$ cat src/rtl/rhpg_pkg.sv
// Package with shared constants, register indexes and control types of the rainbow generator.
package rhpg_pkg;

	localparam int LEDS      = 16;
	localparam int LED_IDX_W = 6;
	localparam int CFG_IDX_W = 3;
	localparam int CFG_DAT_W = 16;
	localparam int CNT_W     = 16;

	localparam logic [LED_IDX_W-1:0] LAST_LED_IDX = LED_IDX_W'(LEDS - 1);

	// Configuration register indexes.
	localparam logic [CFG_IDX_W-1:0] REG_FRAME_HUE_STEP = 3'd0;
	localparam logic [CFG_IDX_W-1:0] REG_LED_HUE_STEP   = 3'd1;
	localparam logic [CFG_IDX_W-1:0] REG_SATURATION     = 3'd2;
	localparam logic [CFG_IDX_W-1:0] REG_VALUE_LEVEL    = 3'd3;
	localparam logic [CFG_IDX_W-1:0] REG_FRAMES_TOTAL   = 3'd4;

	// Reset values of the configuration registers.
	localparam logic [7:0]       RST_FRAME_HUE_STEP = 8'd5;
	localparam logic [7:0]       RST_LED_HUE_STEP   = 8'd85;
	localparam logic [7:0]       RST_SATURATION     = 8'd255;
	localparam logic [7:0]       RST_VALUE_LEVEL    = 8'd50;
	localparam logic [CNT_W-1:0] RST_FRAMES_TOTAL   = 16'd250;

	typedef enum logic {
		ST_IDLE,
		ST_RUN
	} rhpg_state_t;

	// Commands from the controller to the datapath.
	typedef struct packed {
		logic start;  // frame tick transfer: latch counter and base hue
		logic issue;  // push the next LED into the color pipeline
	} rhpg_cmd_t;

	// Status from the datapath to the controller.
	typedef struct packed {
		logic adv;       // color pipeline moves this cycle
		logic last_idx;  // LED being issued is the final one of the frame
	} rhpg_sts_t;

endpackage

$ cat src/rtl/rhpg_tick_if.sv
// Frame tick channel carrying the restart flag.
interface rhpg_tick_if;
	logic valid;
	logic ready;
	logic restart;

	modport source (output valid, output restart, input ready);
	modport sink   (input valid, input restart, output ready);
endinterface

$ cat src/rtl/rhpg_pixel_if.sv
// Pixel result channel carrying one LED color per transfer.
interface rhpg_pixel_if;
	logic                            valid;
	logic                            ready;
	logic [rhpg_pkg::LED_IDX_W-1:0]  led_index;
	logic [7:0]                      red;
	logic [7:0]                      green;
	logic [7:0]                      blue;
	logic                            last_led;

	modport source (output valid, output led_index, output red, output green,
		output blue, output last_led, input ready);
	modport sink   (input valid, input led_index, input red, input green,
		input blue, input last_led, output ready);
endinterface

$ cat src/rtl/rhpg_cfg_if.sv
// Configuration write channel with register index and write data.
interface rhpg_cfg_if;
	logic                            valid;
	logic                            ready;
	logic [rhpg_pkg::CFG_IDX_W-1:0]  index;
	logic [rhpg_pkg::CFG_DAT_W-1:0]  data;

	modport source (output valid, output index, output data, input ready);
	modport sink   (input valid, input index, input data, output ready);
endinterface

$ cat src/rtl/rhpg_ctrl.sv
// Controller state machine that sequences the LEDs of one frame.
module rhpg_ctrl (
	input  logic                clk,
	input  logic                arst_n,
	input  logic                tick_valid,
	output logic                tick_ready,
	input  rhpg_pkg::rhpg_sts_t sts,
	output rhpg_pkg::rhpg_cmd_t cmd
);
	import rhpg_pkg::*;

	rhpg_state_t state_q;
	rhpg_state_t state_d;

	always_ff @(posedge clk or negedge arst_n) begin
		if (!arst_n) begin
			state_q <= ST_IDLE;
		end else begin
			state_q <= state_d;
		end
	end

	always_comb begin
		state_d = state_q;
		case (state_q)
			ST_IDLE: begin
				if (tick_valid) begin
					state_d = ST_RUN;
				end
			end
			ST_RUN: begin
				if (sts.adv && sts.last_idx) begin
					state_d = ST_IDLE;
				end
			end
			default: state_d = ST_IDLE;
		endcase
	end

	always_comb begin
		tick_ready = 1'b0;
		cmd        = '0;
		case (state_q)
			ST_IDLE: begin
				tick_ready = 1'b1;
				cmd.start  = tick_valid;
			end
			ST_RUN: begin
				cmd.issue = sts.adv;
			end
			default: begin
				tick_ready = 1'b0;
			end
		endcase
	end

	// A frame never starts while LEDs of the current one are still being issued.
	a_start_idle: assert property (@(posedge clk) disable iff (!arst_n)
		cmd.start |-> !cmd.issue && state_q == ST_IDLE)
		else $error("frame start while issuing");

	// After the final LED is issued the controller is back to taking ticks.
	a_last_returns: assert property (@(posedge clk) disable iff (!arst_n)
		cmd.issue && sts.last_idx |=> tick_ready)
		else $error("controller did not return to idle after last LED");

	// Issue always lines up with pipeline movement.
	a_issue_adv: assert property (@(posedge clk) disable iff (!arst_n)
		cmd.issue |-> sts.adv && state_q == ST_RUN)
		else $error("issue without pipeline advance");

endmodule

$ cat src/rtl/rhpg_datapath.sv
// Datapath: configuration registers, frame counter, hue stepping and HSV-to-RGB pipeline.
module rhpg_datapath (
	input  logic                clk,
	input  logic                arst_n,
	input  logic                restart,
	input  rhpg_pkg::rhpg_cmd_t cmd,
	output rhpg_pkg::rhpg_sts_t sts,
	rhpg_cfg_if.sink            cfg,
	rhpg_pixel_if.source        pixel
);
	import rhpg_pkg::*;

	// Configuration registers.
	logic [7:0]       frame_step_q;
	logic [7:0]       led_step_q;
	logic [7:0]       sat_q;
	logic [7:0]       val_q;
	logic [CNT_W-1:0] frames_total_q;

	// Frame state.
	logic [CNT_W-1:0]     frame_cnt_q;
	logic [7:0]           hue_q;
	logic [LED_IDX_W-1:0] idx_q;
	logic                 active_q;

	// Pipeline.
	logic                 valid_s1, valid_s2, valid_s3, out_valid_q;
	logic [7:0]           hue_s1;
	logic [LED_IDX_W-1:0] idx_s1, idx_s2, idx_s3;
	logic                 active_s1, active_s2, active_s3;
	logic                 last_s1, last_s2, last_s3;
	logic [2:0]           region_s2, region_s3;
	logic [7:0]           rem_s2;
	logic [7:0]           sr_s3, st_s3, p_s3;

	logic                 adv;
	logic [CNT_W-1:0]     cnt_eff;
	logic                 active_eff;
	logic [15:0]          base_prod;
	logic [2:0]           region_c;
	logic [7:0]           region_base_c;
	logic [7:0]           diff_c;
	logic [15:0]          sr_prod, st_prod, p_prod, q_prod, t_prod;
	logic [7:0]           q_c, t_c;
	logic [7:0]           r_c, g_c, b_c;

	assign cfg.ready = 1'b1;

	always_ff @(posedge clk or negedge arst_n) begin
		if (!arst_n) begin
			frame_step_q   <= RST_FRAME_HUE_STEP;
			led_step_q     <= RST_LED_HUE_STEP;
			sat_q          <= RST_SATURATION;
			val_q          <= RST_VALUE_LEVEL;
			frames_total_q <= RST_FRAMES_TOTAL;
		end else if (cfg.valid) begin
			case (cfg.index)
				REG_FRAME_HUE_STEP: frame_step_q   <= cfg.data[7:0];
				REG_LED_HUE_STEP:   led_step_q     <= cfg.data[7:0];
				REG_SATURATION:     sat_q          <= cfg.data[7:0];
				REG_VALUE_LEVEL:    val_q          <= cfg.data[7:0];
				REG_FRAMES_TOTAL:   frames_total_q <= cfg.data;
				default: ;
			endcase
		end
	end

	// Frame start: only the low byte of the count matters for the hue.
	assign cnt_eff    = restart ? '0 : frame_cnt_q;
	assign active_eff = cnt_eff < frames_total_q;
	assign base_prod  = cnt_eff[7:0] * frame_step_q;

	always_ff @(posedge clk or negedge arst_n) begin
		if (!arst_n) begin
			frame_cnt_q <= '0;
		end else if (cmd.start) begin
			frame_cnt_q <= active_eff ? CNT_W'(cnt_eff + 1'b1) : cnt_eff;
		end
	end

	always_ff @(posedge clk) begin
		if (cmd.start) begin
			hue_q    <= base_prod[7:0];
			idx_q    <= '0;
			active_q <= active_eff;
		end else if (cmd.issue) begin
			hue_q <= hue_q + led_step_q;
			idx_q <= idx_q + 1'b1;
		end
	end

	assign adv          = !out_valid_q || pixel.ready;
	assign sts.adv      = adv;
	assign sts.last_idx = idx_q == LAST_LED_IDX;

	always_ff @(posedge clk or negedge arst_n) begin
		if (!arst_n) begin
			valid_s1    <= 1'b0;
			valid_s2    <= 1'b0;
			valid_s3    <= 1'b0;
			out_valid_q <= 1'b0;
		end else if (adv) begin
			valid_s1    <= cmd.issue;
			valid_s2    <= valid_s1;
			valid_s3    <= valid_s2;
			out_valid_q <= valid_s3;
		end
	end

	// Stage 1 logic: six hue regions, each 43 wide but the last, which is 41 wide.
	always_comb begin
		if (hue_s1 >= 8'd215) begin
			region_c = 3'd5;
		end else if (hue_s1 >= 8'd172) begin
			region_c = 3'd4;
		end else if (hue_s1 >= 8'd129) begin
			region_c = 3'd3;
		end else if (hue_s1 >= 8'd86) begin
			region_c = 3'd2;
		end else if (hue_s1 >= 8'd43) begin
			region_c = 3'd1;
		end else begin
			region_c = 3'd0;
		end
		region_base_c = 8'(region_c * 8'd43);
		diff_c        = hue_s1 - region_base_c;
	end

	// Stage 2 logic: saturation products.
	assign sr_prod = sat_q * rem_s2;
	assign st_prod = sat_q * (8'd255 - rem_s2);
	assign p_prod  = val_q * (8'd255 - sat_q);

	// Stage 3 logic: value products and channel selection.
	assign q_prod = val_q * (8'd255 - sr_s3);
	assign t_prod = val_q * (8'd255 - st_s3);
	assign q_c    = q_prod[15:8];
	assign t_c    = t_prod[15:8];

	always_comb begin
		case (region_s3)
			3'd0:    begin r_c = val_q; g_c = t_c;   b_c = p_s3;  end
			3'd1:    begin r_c = q_c;   g_c = val_q; b_c = p_s3;  end
			3'd2:    begin r_c = p_s3;  g_c = val_q; b_c = t_c;   end
			3'd3:    begin r_c = p_s3;  g_c = q_c;   b_c = val_q; end
			3'd4:    begin r_c = t_c;   g_c = p_s3;  b_c = val_q; end
			default: begin r_c = val_q; g_c = p_s3;  b_c = q_c;   end
		endcase
		if (sat_q == 8'd0) begin
			r_c = val_q;
			g_c = val_q;
			b_c = val_q;
		end
		if (!active_s3) begin
			r_c = 8'd0;
			g_c = 8'd0;
			b_c = 8'd0;
		end
	end

	always_ff @(posedge clk) begin
		if (adv) begin
			hue_s1    <= hue_q;
			idx_s1    <= idx_q;
			active_s1 <= active_q;
			last_s1   <= idx_q == LAST_LED_IDX;

			region_s2 <= region_c;
			rem_s2    <= 8'(diff_c * 8'd6);
			idx_s2    <= idx_s1;
			active_s2 <= active_s1;
			last_s2   <= last_s1;

			region_s3 <= region_s2;
			sr_s3     <= sr_prod[15:8];
			st_s3     <= st_prod[15:8];
			p_s3      <= p_prod[15:8];
			idx_s3    <= idx_s2;
			active_s3 <= active_s2;
			last_s3   <= last_s2;

			pixel.led_index <= idx_s3;
			pixel.red       <= r_c;
			pixel.green     <= g_c;
			pixel.blue      <= b_c;
			pixel.last_led  <= last_s3;
		end
	end

	assign pixel.valid = out_valid_q;

	// The last-LED flag only ever goes with the final LED index.
	a_last_index: assert property (@(posedge clk) disable iff (!arst_n)
		pixel.valid && pixel.last_led |-> pixel.led_index == LAST_LED_IDX)
		else $error("last_led on wrong index");

	// A stalled pipeline keeps its final stage occupied.
	a_stall_holds: assert property (@(posedge clk) disable iff (!arst_n)
		valid_s3 && !adv |=> valid_s3)
		else $error("stage three lost an LED during stall");

	// A new frame's first LED is issued with index zero.
	a_first_index: assert property (@(posedge clk) disable iff (!arst_n)
		cmd.start |=> idx_q == '0)
		else $error("LED index not cleared at frame start");

endmodule

$ cat src/rtl/rainbow_hsv_pixel_generator.sv
// Top level of the rainbow HSV pixel generator: controller and datapath.
// The first LED color of a frame passes the hue and index registers, stages 1 to 3 and
// the output register before it is offered. One LED per cycle while the pixel sink is
// ready; a frame has 16 LEDs, and the next tick is taken once the final LED is issued.
// Reset (arst_n low, asynchronous): frame counter cleared, registers at their defaults,
// pipeline emptied, no pixel offered.
module rainbow_hsv_pixel_generator (
	input  logic          clk,
	input  logic          arst_n,
	rhpg_tick_if.sink     tick,
	rhpg_pixel_if.source  pixel,
	rhpg_cfg_if.sink      cfg
);
	import rhpg_pkg::*;

	// Command and status between the sequencer and the color pipeline.
	rhpg_cmd_t cmd;
	rhpg_sts_t sts;

	// The controller takes a tick transfer only when idle, then walks the
	// LED index forward one step per cycle the pipeline can move.
	rhpg_ctrl u_ctrl (
		.clk        (clk),
		.arst_n     (arst_n),
		.tick_valid (tick.valid),
		.tick_ready (tick.ready),
		.sts        (sts),
		.cmd        (cmd)
	);

	// The datapath holds the configuration, the frame counter and the
	// three-stage hue-to-RGB pipeline with its output register.
	rhpg_datapath u_datapath (
		.clk     (clk),
		.arst_n  (arst_n),
		.restart (tick.restart),
		.cmd     (cmd),
		.sts     (sts),
		.cfg     (cfg),
		.pixel   (pixel)
	);

endmodule
$ cat src/flat_wrapper.sv
// flat-port wrapper written by rule: the top's interface ports become plain ports
module rainbow_hsv_pixel_generator_flat import rhpg_pkg::*;
  (clk, arst_n, tick_valid, tick_restart, tick_ready, pixel_valid, pixel_led_index, pixel_red, pixel_green, pixel_blue, pixel_last_led, pixel_ready, cfg_valid, cfg_index, cfg_data, cfg_ready);
  rhpg_tick_if tick_i ();
  rhpg_pixel_if pixel_i ();
  rhpg_cfg_if cfg_i ();
  input  logic clk;
  input  logic arst_n;
  input wire logic [$bits(tick_i.valid)-1:0] tick_valid;
  input wire logic [$bits(tick_i.restart)-1:0] tick_restart;
  output wire logic [$bits(tick_i.ready)-1:0] tick_ready;
  output wire logic [$bits(pixel_i.valid)-1:0] pixel_valid;
  output wire logic [$bits(pixel_i.led_index)-1:0] pixel_led_index;
  output wire logic [$bits(pixel_i.red)-1:0] pixel_red;
  output wire logic [$bits(pixel_i.green)-1:0] pixel_green;
  output wire logic [$bits(pixel_i.blue)-1:0] pixel_blue;
  output wire logic [$bits(pixel_i.last_led)-1:0] pixel_last_led;
  input wire logic [$bits(pixel_i.ready)-1:0] pixel_ready;
  input wire logic [$bits(cfg_i.valid)-1:0] cfg_valid;
  input wire logic [$bits(cfg_i.index)-1:0] cfg_index;
  input wire logic [$bits(cfg_i.data)-1:0] cfg_data;
  output wire logic [$bits(cfg_i.ready)-1:0] cfg_ready;
  assign tick_i.valid = tick_valid;
  assign tick_i.restart = tick_restart;
  assign tick_ready = tick_i.ready;
  assign pixel_valid = pixel_i.valid;
  assign pixel_led_index = pixel_i.led_index;
  assign pixel_red = pixel_i.red;
  assign pixel_green = pixel_i.green;
  assign pixel_blue = pixel_i.blue;
  assign pixel_last_led = pixel_i.last_led;
  assign pixel_i.ready = pixel_ready;
  assign cfg_i.valid = cfg_valid;
  assign cfg_i.index = cfg_index;
  assign cfg_i.data = cfg_data;
  assign cfg_ready = cfg_i.ready;
  rainbow_hsv_pixel_generator u_core (.clk(clk), .arst_n(arst_n), .tick(tick_i), .pixel(pixel_i), .cfg(cfg_i));
endmodule
$ cat config.mk
export PLATFORM = sky130hd
export DESIGN_NAME = rainbow_hsv_pixel_generator_flat
export DESIGN_NICKNAME = d
export VERILOG_FILES = /design/src/rtl/rhpg_pkg.sv /design/src/rtl/rhpg_tick_if.sv /design/src/rtl/rhpg_pixel_if.sv /design/src/rtl/rhpg_cfg_if.sv /design/src/rtl/rhpg_ctrl.sv /design/src/rtl/rhpg_datapath.sv /design/src/rtl/rainbow_hsv_pixel_generator.sv /design/src/flat_wrapper.sv
export SDC_FILE = /design/constraint.sdc
export NUM_CORES = 1
export LEC_CHECK = 0
export BUFFER_PORTS_ARGS = -buffer_cell sky130_fd_sc_hd__buf_4
export CORE_MARGIN = 3
export CORE_UTILIZATION = 31
export DETAILED_ROUTE_END_ITERATION = 8
export HOLD_SLACK_MARGIN = 0.15
export SLEW_MARGIN = 30
export SYNTH_ARGS = -nofsm -noshare
export SYNTH_HDL_FRONTEND = slang
export SYNTH_SLANG_ARGS = --single-unit
$ cat constraint.sdc
create_clock -name clk -period 6.48 [get_ports clk]
set_input_delay 0.324 -clock clk [delete_from_list [all_inputs] [get_ports clk]]
set_output_delay 0.324 -clock clk [all_outputs]
set_load 0.01 [all_outputs]
Yosys cells after proc, flatten, opt, wreduce, memory -nomap -nowiden
Cells that the tools add are included.

storage, ports and cells
  output and inout port bits = 34
  memories = 0
  logic and storage cells = 104
  register bits = 184
  latch bits = 0
  RAM bits = 0
  memory bits (read-only) = 0
  input bits = 25

cells by class
  add/sub/neg operators = 8
  divide/modulo/power cells = 0
  muxes and demuxes = 21
  $lt $le $gt $ge = 6
  equality and inequality tests = 9
  shift operators = 0
  bitwise gates (word level) = 1
  reduce and logical (&&, ||, !) cells = 16
  $mul = 8

operator list
  cell                   count
  $pmux 8 s3             3
  $mul 9x9->16           4
  $mux 8                 5
  $sub 8x8->9 const A    4
  $mux 16                2
  $ge 8x8->1 const B     3
  $add 16x1->16 const B  1
  $lt 16x16->1           1
  $mul 8x7->15           1
  $eq 3x2->1 const B     4
  $reduce_and 2->1       5
  $add 8x8->8            1
  $ge 8x6->1 const B     1
  $ge 8x7->1 const B     1
  $logic_not 8->1        1
  $mul 3x6->8 const B    1
  $mul 8x2->7 const B    1
  $mul 8x8->8            1
  $reduce_or 2->1        4
  $sub 8x8->8            1
  $add 6x1->6 const B    1
  $eq 3x1->1 const B     2
  $eq 3x3->1 const B     2
  $eq 6x4->1 const B     1
  other kinds (10)       18

Depth between registers and ports, before layout
Gate-level depths: netlist (run 1).

  word-level depth = 9
  gate-level depth with buffers = 20
  depth with buffers taken out = 18

Hierarchy
From an unflattened synthesis (run 1), not the netlist that was laid out.

unflattened totals
  cell total of the unflattened synthesis = 1,945
  area, all modules = 18,982.0 um2

modules (own cells, without submodules)
  module         seq. area each (um2)  area an instance (um2)  times used  cells each
  rhpg_datapath  5,123.7               18,923.1                1           1,939
  rhpg_ctrl      25.0                  58.8                    1           6

Worst setup path after synthesis (run 1)
OpenSTA, ideal clock, no wires.

  path kind = register -> register
  from = register u_core.u_datapath.val_q[5]
  to = register u_core.u_datapath.pixel.green[4], data pin
  period minus slack after synthesis = 5.043 ns
  stages on the path, launching flop included = 18
  library setup time = 0.167 ns
  data required time = 6.313 ns
  path buffers = 2
  arrival = 4.876 ns
  slack = 1.437 ns
  cells stage by stage = dfstp_2 -> clkbuf_1 -> clkbuf_1 -> nor2b_1 -> fa_1 -> fa_1 -> fa_1 -> inv_1 -> fa_1 -> inv_1 -> ha_1 -> and3_1 -> a31oi_2 -> nand2b_1 -> a21oi_1 -> xnor2_1 -> o221ai_1 -> a211oi_1

between the ends
  longest elaborated chain between the ends = 3
  elaborated cells between the ends (all ways) = 4
  those cells by class = 2 x mul; 2 x mux

RTL lines
  item                             line                                        source
  start: declaration               rhpg_datapath.sv:17                         logic [7:0] val_q;
  start signal: assignment         rhpg_datapath.sv:61                         REG_VALUE_LEVEL: val_q <= cfg.data[7:0];
  $mul 9x9->16 (on tied branches)  rhpg_datapath.sv:135, rhpg_datapath.sv:136
  $pmux 8 s3 (*)                   rhpg_datapath.sv:141                        case (region_s3)
  $mux 8 (*)                       rhpg_datapath.sv:149                        if (sat_q == 8'd0) begin
  end signal: assignment           rhpg_datapath.sv:184                        pixel.green <= g_c;
  end: declaration                 rhpg_pixel_if.sv:11                         modport source (output valid, output led_index, output red, output green,

Every way passes the cells marked *; elsewhere a longest branch is shown, timed or not.
A chain may end at the register's enable or synchronous reset.

Final worst setup path (run 1)
  from = register u_core.u_datapath.val_q[5]
  to = register u_core.u_datapath.pixel.red[5], data pin

between the ends
  longest elaborated chain between the ends = 3
  elaborated cells between the ends (all ways) = 4
  those cells by class = 2 x mul; 2 x mux

RTL lines
  item                             line                                        source
  $mul 9x9->16 (on tied branches)  rhpg_datapath.sv:136, rhpg_datapath.sv:135
  $pmux 8 s3                       rhpg_datapath.sv:141
  $mux 8 (*)                       rhpg_datapath.sv:149
  end signal: assignment           rhpg_datapath.sv:183                        pixel.red <= r_c;
  end: declaration                 rhpg_pixel_if.sv:11

Marks and branches as above.

==> results of run 1 <==
-- worst reg2reg max path: cells and delay by family, from the launching register on --
kind	cells	cell delay [ns]
simple gates	2	0.60
buf+inv	3	0.14
xor+xnor	1	0.42
compound gates	5	1.09
flops	1	0.86
fa+ha+maj	5	2.02
mux	1	0.15
-- sequential cells by signal, summed over array words and instances (netlist names), 3 cells and up --
name,cells
u_core.u_datapath.hue_q,8
u_core.u_datapath.idx_s3,6
u_core.u_datapath.idx_s2,6
u_core.u_datapath.region_s3,3
u_core.u_datapath.pixel.green,8
u_core.u_datapath.led_step_q,8
u_core.u_datapath.frame_cnt_q,16
u_core.u_datapath.idx_s1,6
u_core.u_datapath.val_q,8
u_core.u_datapath.hue_s1,8
u_core.u_datapath.idx_q,6
u_core.u_datapath.rem_s2,7
u_core.u_datapath.st_s3,8
u_core.u_datapath.frames_total_q,16
u_core.u_datapath.p_s3,8
u_core.u_datapath.pixel.red,8
u_core.u_datapath.pixel.blue,8
u_core.u_datapath.pixel.led_index,6
u_core.u_datapath.region_s2,3
u_core.u_datapath.sr_s3,8
u_core.u_datapath.sat_q,8
u_core.u_datapath.frame_step_q,8
-- Yosys cell counts (23+ instances only) --
cell type,n,area share [%]
inv_1,320,6.3
ha_1,224,15
fa_1,189,20
nand2_1,150,2.9
nor2b_1,126,4.1
nor2_1,111,2.2
edfxtp_1,109,17
nand2b_1,90,2.9
o21ai_0,71,1.9
a21oi_1,66,1.7
clkbuf_1,65,1.3
xnor2_1,53,2.4
and2_1,50,1.6
dfrtp_1,46,6.0
xor2_1,35,1.6
nand3_1,29,0.76
mux2_2,27,1.6
nor3_1,24,0.63
dfstp_2,23,3.2
-- area by class of cell --
| cell class | instances | area (µm²) |
|---|---|---|
| multi-input cells | 1397 | 12500 |
| inverters | 325 | 1220 |
| clock buffers | 20 | 468 |
| repair buffers | 88 | 707 |
| fillers | 6050 | 39500 |
| diodes | 1 | 2.50 |
| clock inverters | 12 | 141 |
| flip-flops and latches | 184 | 5150 |
| well taps | 782 | 978 |
-- metrics by stage --
step                cells  setup slack (ns)  hold slack [ns]
floorplan            1980              1.44           0.0284
global placement     2759              1.14            0.402
detailed placement   2759              1.07            0.405
CTS                  2808              1.05            0.175
global route         2808             0.733            0.217
finish               2809              1.06            0.219
-- final timing paths --
path                                                             start                                               to  slack, ns  depth (start not counted)
worst max-delay path            u_core.u_datapath.val_q[5]$_DFFE_PN1P_     u_core.u_datapath.pixel.red[5]$_SDFFCE_PN0N_       1.06                         17
worst min-delay path                                       cfg_data[2]  u_core.u_datapath.frames_total_q[2]$_DFFE_PN0P_       0.22                          3
worst max register to register  u_core.u_datapath.val_q[5]$_DFFE_PN1P_     u_core.u_datapath.pixel.red[5]$_SDFFCE_PN0N_       1.06                         17
worst min register to register   u_core.u_datapath.active_s1$_DFFE_PN_            u_core.u_datapath.active_s2$_DFFE_PN_       0.42                          0
max in group asynchronous                                       arst_n           u_core.u_datapath.val_q[0]$_DFFE_PN0P_       5.52                          2
min in group asynchronous                                       arst_n    u_core.u_datapath.frame_step_q[4]$_DFFE_PN0P_       0.44                          2
-- routing by layer --
| layer | vias to the layer above | GRT usage (%) | part of all wire [%] |
|---|---|---|---|
| li1 | 6480 | - | - |
| met3 | 43 | 2.21 | 4.2 |
| met1 | 6814 | 18.1 | 44 |
| met2 | 304 | 25.3 | 51 |
| met4 | 0 | 3.01 | 1.3 |
| met5 | - | 0 | 0 |
-- logic make-up (layout without fill, tap and decap cells) --
logic type               count (synthesis)  after routing  share of synthesized area (%)
AO/OA/AOI/OAI                          243            243                           8.16
buffers and inverters                  399            445                           7.92
adder cells (fa/ha/maj)                413            413                           34.4
flip-flops                             184            184                           26.9
AND/OR/NAND/NOR                        621            621                           16.7
other                                    1              2                         0.0196
XOR/XNOR                                89             89                           4.14
multiplexers                            30             30                           1.77
==> impl_results.md, run 1 <==
* Area delta synth->final at 10.6%
* Max-cap violations at 0
* Postcts setup bufs at 0
* Slew HR at 40.4%
* Synth Instances at 1980
* Clock skew at 0.0188 ns
* Net count, final at 2451
* # resized after CTS at 0
* Clock root buffer: clkbuf_16
* Number of synthesized flops with an enable pin at 109
* Clock buffer depth at 2
* Syn_nets at 2418
* Gpl congestion at 0.867
* Critical path type: reg -> reg
* IO Pins at 59
* CTS tree: built
* Fin Setup TNS at 0 ns
* Setup crit end kind: flop
* Outcome: finished clean
* Crit-path max cell delay at 0.86 ns
* Initial core utilization at 31.6%
* CP Launch Type: flop
* Min-delay worst type: in -> reg
* Asr flop ratio synth at 37.5%
* DIE AREA at 64800 µm²
* RSZ-0062 raised after global routing: no
* Placement Rows at 90
* Initial antenna violation count at 1
* Final Util at 34.9%
* Htree depth at 4
* Die X at 255 µm
* Buffers plus inverters on the worst setup path at 3
* Remaining DRCs at 0
* Synth unique cells at 79
* Crit-path cells: nand2b_1, fa_1, inv_1, fa_1, ha_1, inv_1, fa_1, inv_1, ha_1, or4b_1, o21ai_2, a31oi_2, a21oi_1, xor2_1, mux2i_1, o221ai_1, o211a_1
* Synth Cell Area at 19200 µm²
* Cell family with most CP delay: adder cells
* Clk pin slew, worst setup/hold paths at 0.08 ns
* DP Wirelength at 33.9 mm
* Total GRT Usage at 14.2%
* Largest net degree at the start of global routing at 70
* TritonCTS buffer count at 17
* Req. time, crit path at 6.79 ns
* Wire length per cell at 15.8 µm
* Final min period at 5.42 ns
* Total core area at 60700 µm²
* Post-layout instance area at 21200 µm²
* Post-route ant nets at 0
* Hold_buf cts at 17
* First DRT Iteration DRCs at 783
* DRT Pass-1 Iters at 5
* Number of global-route vias before repair at 14600
* WP data arrival at 5.73 ns
* Die Ht at 255 µm
* Syn. warnings at 0
* Via density per instance at 4.86
* Leading register cell type out of synthesis: edfxtp_1
* Slew @ Worst Pin at 0.887 ns
* Commonest non-fill, non-tap cell in the layout: inv_1
* Period utilization at 83.7%
* Port Buf Inserts at 57
* Layout cell share with drive strength beyond 1 at 8.49%
* Via count at 13600
* Final setup viols at 0
* Peak Freq at 184 MHz
* Worst Path Max Fanout at 22
* Synthesized flop and latch total at 184
* Slew Limit Fails at 0
* Syn_area_per_cell at 9.67 µm²
* Overflow after GRT at 0
* Seq/Total Area, Yosys at 26.9%
* First-pass GRT wire length at 73.7 mm
* Clock sinks at 184
* Final wirelength at 44.4 mm
* Worst skew pair latency at 0.46 ns
* Final hold violations at 0
* Critical-path top delay cell: dfstp_2
* Commonest non-fill, non-tap cells in the layout: inv_1 (320), ha_1 (224), fa_1 (189)
* Placed Instance Area at 20400 µm²
Power of run 1 is left out: the tool's default activity adds up to more than one toggle a clock period on the data nets, which glitch-free logic cannot reach.
==> run 2: changes to the inputs <==
--- a/config.mk
+++ b/config.mk
@@ -5,6 +5,7 @@
 export SDC_FILE = /design/constraint.sdc
 export NUM_CORES = 1
 export LEC_CHECK = 0
+export ABC_AREA = 1
 export BUFFER_PORTS_ARGS = -buffer_cell sky130_fd_sc_hd__buf_4
 export CORE_MARGIN = 3
 export CORE_UTILIZATION = 31
==> constraint.sdc (replaced) <==
create_clock -name clk -period 4.9 [get_ports clk]
set_input_delay 0.245 -clock clk [delete_from_list [all_inputs] [get_ports clk]]
set_output_delay 0.245 -clock clk [all_outputs]
set_load 0.01 [all_outputs]
==> run 2 against run 1 <==
  * Final cell count up 20%
  * Hold slack worse by 0.019 ns
  * Synthesized area up 3.4%
  * Routed wire length up 11%
  * Non-clock buffer count up 44
  * Sequential share of layout area down 1.2 points
  * Setup slack worse by 0.83 ns
  * Clock-buffer cell count down 1
  * Clock skew up 0.0019 ns
  * Critical path depth up 6
==> impl_results.md, run 2 <==
* Outcome: finished clean
* Post-route ant nets at 0
* Number of synthesized flops with an enable pin at 109
* Slew HR at 46.3%
* Synth unique cells at 53
* Synth Instances at 2423
* Syn_area_per_cell at 8.17 µm²
* Number of global-route vias before repair at 15900
* Clock sinks at 184
* CTS tree: built
* Area delta synth->final at 12.6%
* Req. time, crit path at 5.08 ns
* Seq/Total Area, Yosys at 26.0%
* Setup WS pre-CTS at 0.119 ns
* Top Registers: u_core.u_datapath.frame_cnt_q x16, u_core.u_datapath.frames_total_q x16
* Leading register cell type out of synthesis: edfxtp_1
* ANT cells at 0
* Clock root buffer: clkbuf_16
* CP Launch Type: flop
* Clock skew at 0.0207 ns
* Min-delay worst type: in -> reg
* Final wirelength at 49.3 mm
* Remaining DRCs at 0
* Wire length per cell at 14.7 µm
* Worst Path Max Fanout at 8
* Clk pin slew, worst setup/hold paths at 0.08 ns
* DRT Pass-1 Iters at 5
* Slew @ Worst Pin at 0.805 ns
* Final hold violations at 0
* Die Ht at 259 µm
* WP data arrival at 4.85 ns
* Largest net degree at the start of global routing at 70
* Period utilization at 95.4%
* First DRT Iteration DRCs at 938
* Layout cell share with drive strength beyond 1 at 9.96%
* Die X at 259 µm
* Synthesized flop and latch total at 184
* Placement Rows at 92
* Commonest non-fill, non-tap cell in the layout: nand2_1
* Largest area contributor in the netlist: fa_1
* Synth area leaders: fa_1 (19%), edfxtp_1 (17%), ha_1 (14%)
* Yosys top cell area share at 19.1%
* Critical path type: reg -> reg
* Gpl congestion at 0.905
* Initial antenna violation count at 1
* Final min period at 4.67 ns
* Total GRT Usage at 15.3%
* IO Pins at 59
* Final setup viols at 0
* DP Wirelength at 39.2 mm
* Peak Freq at 214 MHz
* Most instantiated library cell after synthesis: nand2_1
* Syn. warnings at 0
* Top cells by count, synth: nand2_1 (484), inv_1 (480), nor2_1 (258)
* Port Buf Inserts at 57
* Max-cap violations at 0
* Worst skew pair latency at 0.47 ns
* Synth Cell Area at 19800 µm²
* Syn_nets at 2861
* Via density per instance at 4.66
* First-pass GRT wire length at 81.9 mm
* Slew Limit Fails at 0
* DIE AREA at 66900 µm²
* Asr flop ratio synth at 37.5%
* Net count, final at 2936
* TritonCTS buffer count at 17
* Htree depth at 4
* Setup crit end kind: flop
* Total core area at 63100 µm²
* Via count at 15600
* Overflow after GRT at 0
* Final setup margin at 0.226 ns
* Commonest non-fill, non-tap cells in the layout: nand2_1 (478), inv_1 (477), nor2_1 (253)
* Clock buffer depth at 2
* Initial core utilization at 31.4%
[run 2: cell types whose count changed after synthesis, sizes merged, moves of 17 or more]
cell and delta:
nand2 +340, inv +174, nor2 +157, nor2b -126
nand2b -90, nand3 +85, a21oi +55, and2 -49
xnor2 -32, mux2 -28, nand3b +17
[run 2: logic make-up after synthesis]
kind of cell             share of synthesized area, %
AND/OR/NAND/NOR                                  19.8
other                                          0.0189
XOR/XNOR                                         2.61
flip-flops                                       26.0
adder cells (fa/ha/maj)                          33.3
buffers and inverters                            11.2
AO/OA/AOI/OAI                                    7.03
[run 2: critical path, cell delays in order, from the launching register on]
cell and delay [ns]:
dfstp_2 0.57, buf_6 0.16, nand2_1 0.09, fa_1 0.56
inv_1 0.06, fa_1 0.49, inv_1 0.05, fa_1 0.47
inv_1 0.05, fa_1 0.54, ha_4 0.30, inv_1 0.05
o21ai_0 0.19, nand2_1 0.07, nand2_1 0.10, inv_1 0.07
nand2_2 0.09, nand2_2 0.07, nand2_1 0.07, nand2_2 0.07
nand3_2 0.08, nand3_1 0.06, nand2_1 0.06, a21oi_1 0.06
[run 2: timing repair]
| action | in CTS | in global routing |
|---|---|---|
| buffers inserted | 0 | 3 |
| resized for setup | 0 | 38 |
| hold buffers | 11 | 0 |
| hold endpoints to repair | 57 | 0 |
| endpoints found under the setup margin | 0 | 23 |
[run 2: metrics by stage]
stage	cell area (µm²)	hold WS, ns	setup TNS [ns]	std cells	utilization (%)
after floorplan	19800	-0.0506	0	2423	-
after global placement	21400	0.401	0	3311	34.0
after detailed placement	21400	0.405	0	3311	34.0
after CTS	22100	0.183	0	3354	35.0
after global routing	22300	0.212	-0.0961	3357	35.3
final	22300	0.200	0	3357	35.3
[run 2: path summary, 6_finish.rpt]
check                                                                 endpoint  slack [ns]  cells after the start                                startpoint
worst max-delay path            u_core.u_datapath.pixel.green[4]$_SDFFCE_PN0N_        0.23                     23    u_core.u_datapath.val_q[5]$_DFFE_PN1P_
worst min-delay path             u_core.u_datapath.frame_step_q[3]$_DFFE_PN0P_        0.20                      3                               cfg_data[3]
worst max register to register  u_core.u_datapath.pixel.green[4]$_SDFFCE_PN0N_        0.23                     23    u_core.u_datapath.val_q[5]$_DFFE_PN1P_
worst min register to register        u_core.u_datapath.region_s3[1]$_DFFE_PN_        0.42                      0  u_core.u_datapath.region_s2[1]$_DFFE_PN_
max in group asynchronous               u_core.u_datapath.val_q[3]$_DFFE_PN0P_        4.00                      2                                    arst_n
min in group asynchronous        u_core.u_datapath.frame_cnt_q[10]$_DFFE_PN0P_        0.36                      2                                    arst_n
[run 2: cell type report]
cell class	instances	area, µm²
fill	6649	40800
sequential	184	5150
tap	846	1060
timing repair buffer	132	1040
clock inverter	13	129
inverter	499	1890
multi-input combinational	1664	12600
clock buffer	19	433
[run 2: metal layers]
metal	vias up	GRT usage [%]	routed length (µm)
li1	7719	-	-
met1	7514	19.7	22100
met2	322	26.6	24200
met3	74	2.53	1920
met4	0	3.76	1080
met5	-	0	0
Power of run 2 is left out for the same reason.
==> run 3: changes to the inputs <==
--- a/config.mk
+++ b/config.mk
@@ -11,6 +11,7 @@
 export CORE_UTILIZATION = 31
 export DETAILED_ROUTE_END_ITERATION = 8
 export HOLD_SLACK_MARGIN = 0.15
+export REMOVE_ABC_BUFFERS = 1
 export SLEW_MARGIN = 30
 export SYNTH_ARGS = -nofsm -noshare
 export SYNTH_HDL_FRONTEND = slang
==> run 3 against run 2 <==
  * First-iteration DRC count down 7.5%
  * Sequential share of layout area rose by 0.082 points
  * Sequential cell count unchanged
  * Non-clock buffer count did not move
  * Hold slack worse by 0.023 ns
  * Via count barely moved
  * Critical path type unchanged
==> impl_results.md, run 3 (synthesis gave the netlist of run 2 again) <==
* Outcome: finished clean
* DP Wirelength at 38.1 mm
* Net count, final at 2936
* Final setup viols at 0
* Commonest non-fill, non-tap cells in the layout: nand2_1 (482), inv_1 (478), nor2_1 (255)
* Via count at 15600
* Area delta synth->final at 12.1%
* Final min period at 4.71 ns
* First-pass GRT wire length at 79.8 mm
* Die Ht at 259 µm
* Top Registers: u_core.u_datapath.frame_cnt_q x16, u_core.u_datapath.frames_total_q x16
* Period utilization at 96.0%
* Remaining DRCs at 0
* Clk pin slew, worst setup/hold paths at 0.07 ns
* Worst hold margin at 0.177 ns
* Initial core utilization at 31.4%
* Largest net degree at the start of global routing at 70
* Final hold violations at 0
* Commonest non-fill, non-tap cell in the layout: nand2_1
* Initial antenna violation count at 0
* ANT cells at 0
* Slew @ Worst Pin at 0.705 ns
* Crit-path cells: buf_4, nand2_1, fa_1, inv_1, fa_1, inv_1, fa_1, inv_1, fa_1, ha_1, nand2_1, nor2_1, a211oi_1, nand2_1, a21oi_1, xnor2_1
* Total GRT Usage at 14.8%
* Worst Path Max Fanout at 15
* Clock buffer depth at 2
* CP most frequent cell: fa_1
* Post-route ant nets at 0
* Gpl congestion at 0.924
* IO Pins at 59
* Die X at 259 µm
* Critical-path top delay cell: fa_1
* Clock skew at 0.0185 ns
* Overflow after GRT at 0
* Critical path type: reg -> reg
* CP Launch Type: flop
* Req. time, crit path at 5.10 ns
* CTS tree: built
* TritonCTS buffer count at 17
* Number of global-route vias before repair at 15400
* Clock sinks at 184
* Total core area at 63100 µm²
* Peak Freq at 212 MHz
* Port Buf Inserts at 57
* Setup crit end kind: flop
* Final wirelength at 48.4 mm
* Layout cell share with drive strength beyond 1 at 9.40%
* First DRT Iteration DRCs at 868
* Non-Filler Instances at 3357
* DRT Pass-1 Iters at 5
* Min-delay worst type: in -> reg
* Wire length per cell at 14.4 µm
* Slew Limit Fails at 0
* Placed Instances at 3312
* Crit-path max cell delay at 0.55 ns
* Slew HR at 53.0%
* DIE AREA at 66900 µm²
* WP data arrival at 4.91 ns
* Htree depth at 4
* Worst skew pair latency at 0.47 ns
* Clock root buffer: clkbuf_16
* Via density per instance at 4.66
* Max-cap violations at 0
* Placement Rows at 92
## run 3: changes by cell type in the layout (fill, tap and decap cells not counted), moves of 3 or more
cell     delta
ha_1        +4
ha_4        -4
inv_6       -3
nand2_1     +4
nand2_2     -3
## run 3: per-layer routing
layer | part of all wire, % | global-route usage [%] | up-vias | wire length [µm]
li1 | - | - | 7734 | -
met1 | 45 | 19.5 | 7418 | 21700
met2 | 47 | 24.8 | 406 | 22700
met3 | 5.5 | 2.50 | 80 | 2650
met4 | 2.8 | 5.06 | 0 | 1340
met5 | 0 | 0 | - | 0
## run 3: metrics by stage
step / util, % / setup TNS [ns] / area (µm²) / setup WS [ns]
3_5_place_dp: 34.0 / 0 / 21400 / 0.145
3_3_place_gp: 34.0 / 0 / 21400 / 0.168
5_1_grt: 35.2 / -0.00886 / 22200 / -0.00592
2_1_floorplan: - / 0 / 19500 / 0.182
4_1_cts: 35.1 / 0 / 22100 / 0.128
6_report: 35.2 / 0 / 22200 / 0.194
## run 3: path summary, 6_finish.rpt
check	start	end	slack, ns	depth (start not counted)
setup / recovery	u_core.u_datapath.val_q[4]$_DFFE_PN1P_	u_core.u_datapath.p_s3[6]$_DFFE_PN_	0.19	16
hold / removal	cfg_data[4]	u_core.u_datapath.sat_q[4]$_DFFE_PN1P_	0.18	3
setup reg to reg	u_core.u_datapath.val_q[4]$_DFFE_PN1P_	u_core.u_datapath.p_s3[6]$_DFFE_PN_	0.19	16
hold reg to reg	u_core.u_datapath.idx_s2[0]$_DFFE_PN_	u_core.u_datapath.idx_s3[0]$_DFFE_PN_	0.42	0
max in group asynchronous	arst_n	u_core.u_datapath.val_q[3]$_DFFE_PN0P_	4.05	2
min in group asynchronous	arst_n	u_core.u_datapath.frame_step_q[3]$_DFFE_PN0P_	0.36	2
## run 3: what timing repair did
| item | CTS | global route |
|---|---|---|
| resized for setup | 0 | 18 |
| endpoints found under the hold margin | 57 | 0 |
| hold buffers | 11 | 0 |
| buffers inserted | 0 | 2 |
| setup endpoints to repair | 0 | 23 |
## run 3: cell type report
type / count / area (µm²)
flip-flops and latches: 184 / 5150
clock inverters: 13 / 130
inverters: 499 / 1900
multi-input cells: 1664 / 12500
clock buffers: 19 / 443
well taps: 846 / 1060
fillers: 6677 / 40900
repair buffers: 132 / 1040
## run 3: critical path: cells and delay by family (launching register included)
family,cells,cell delay [ns]
buffers and inverters,4,0.48
and+or+nand+nor,4,0.45
AOI/OAI and AO/OA,2,0.39
xor gates and xnor gates,1,0.11
adders and majority gates,5,2.49
DFF,1,0.53
Power of run 3 is left out for the same reason.
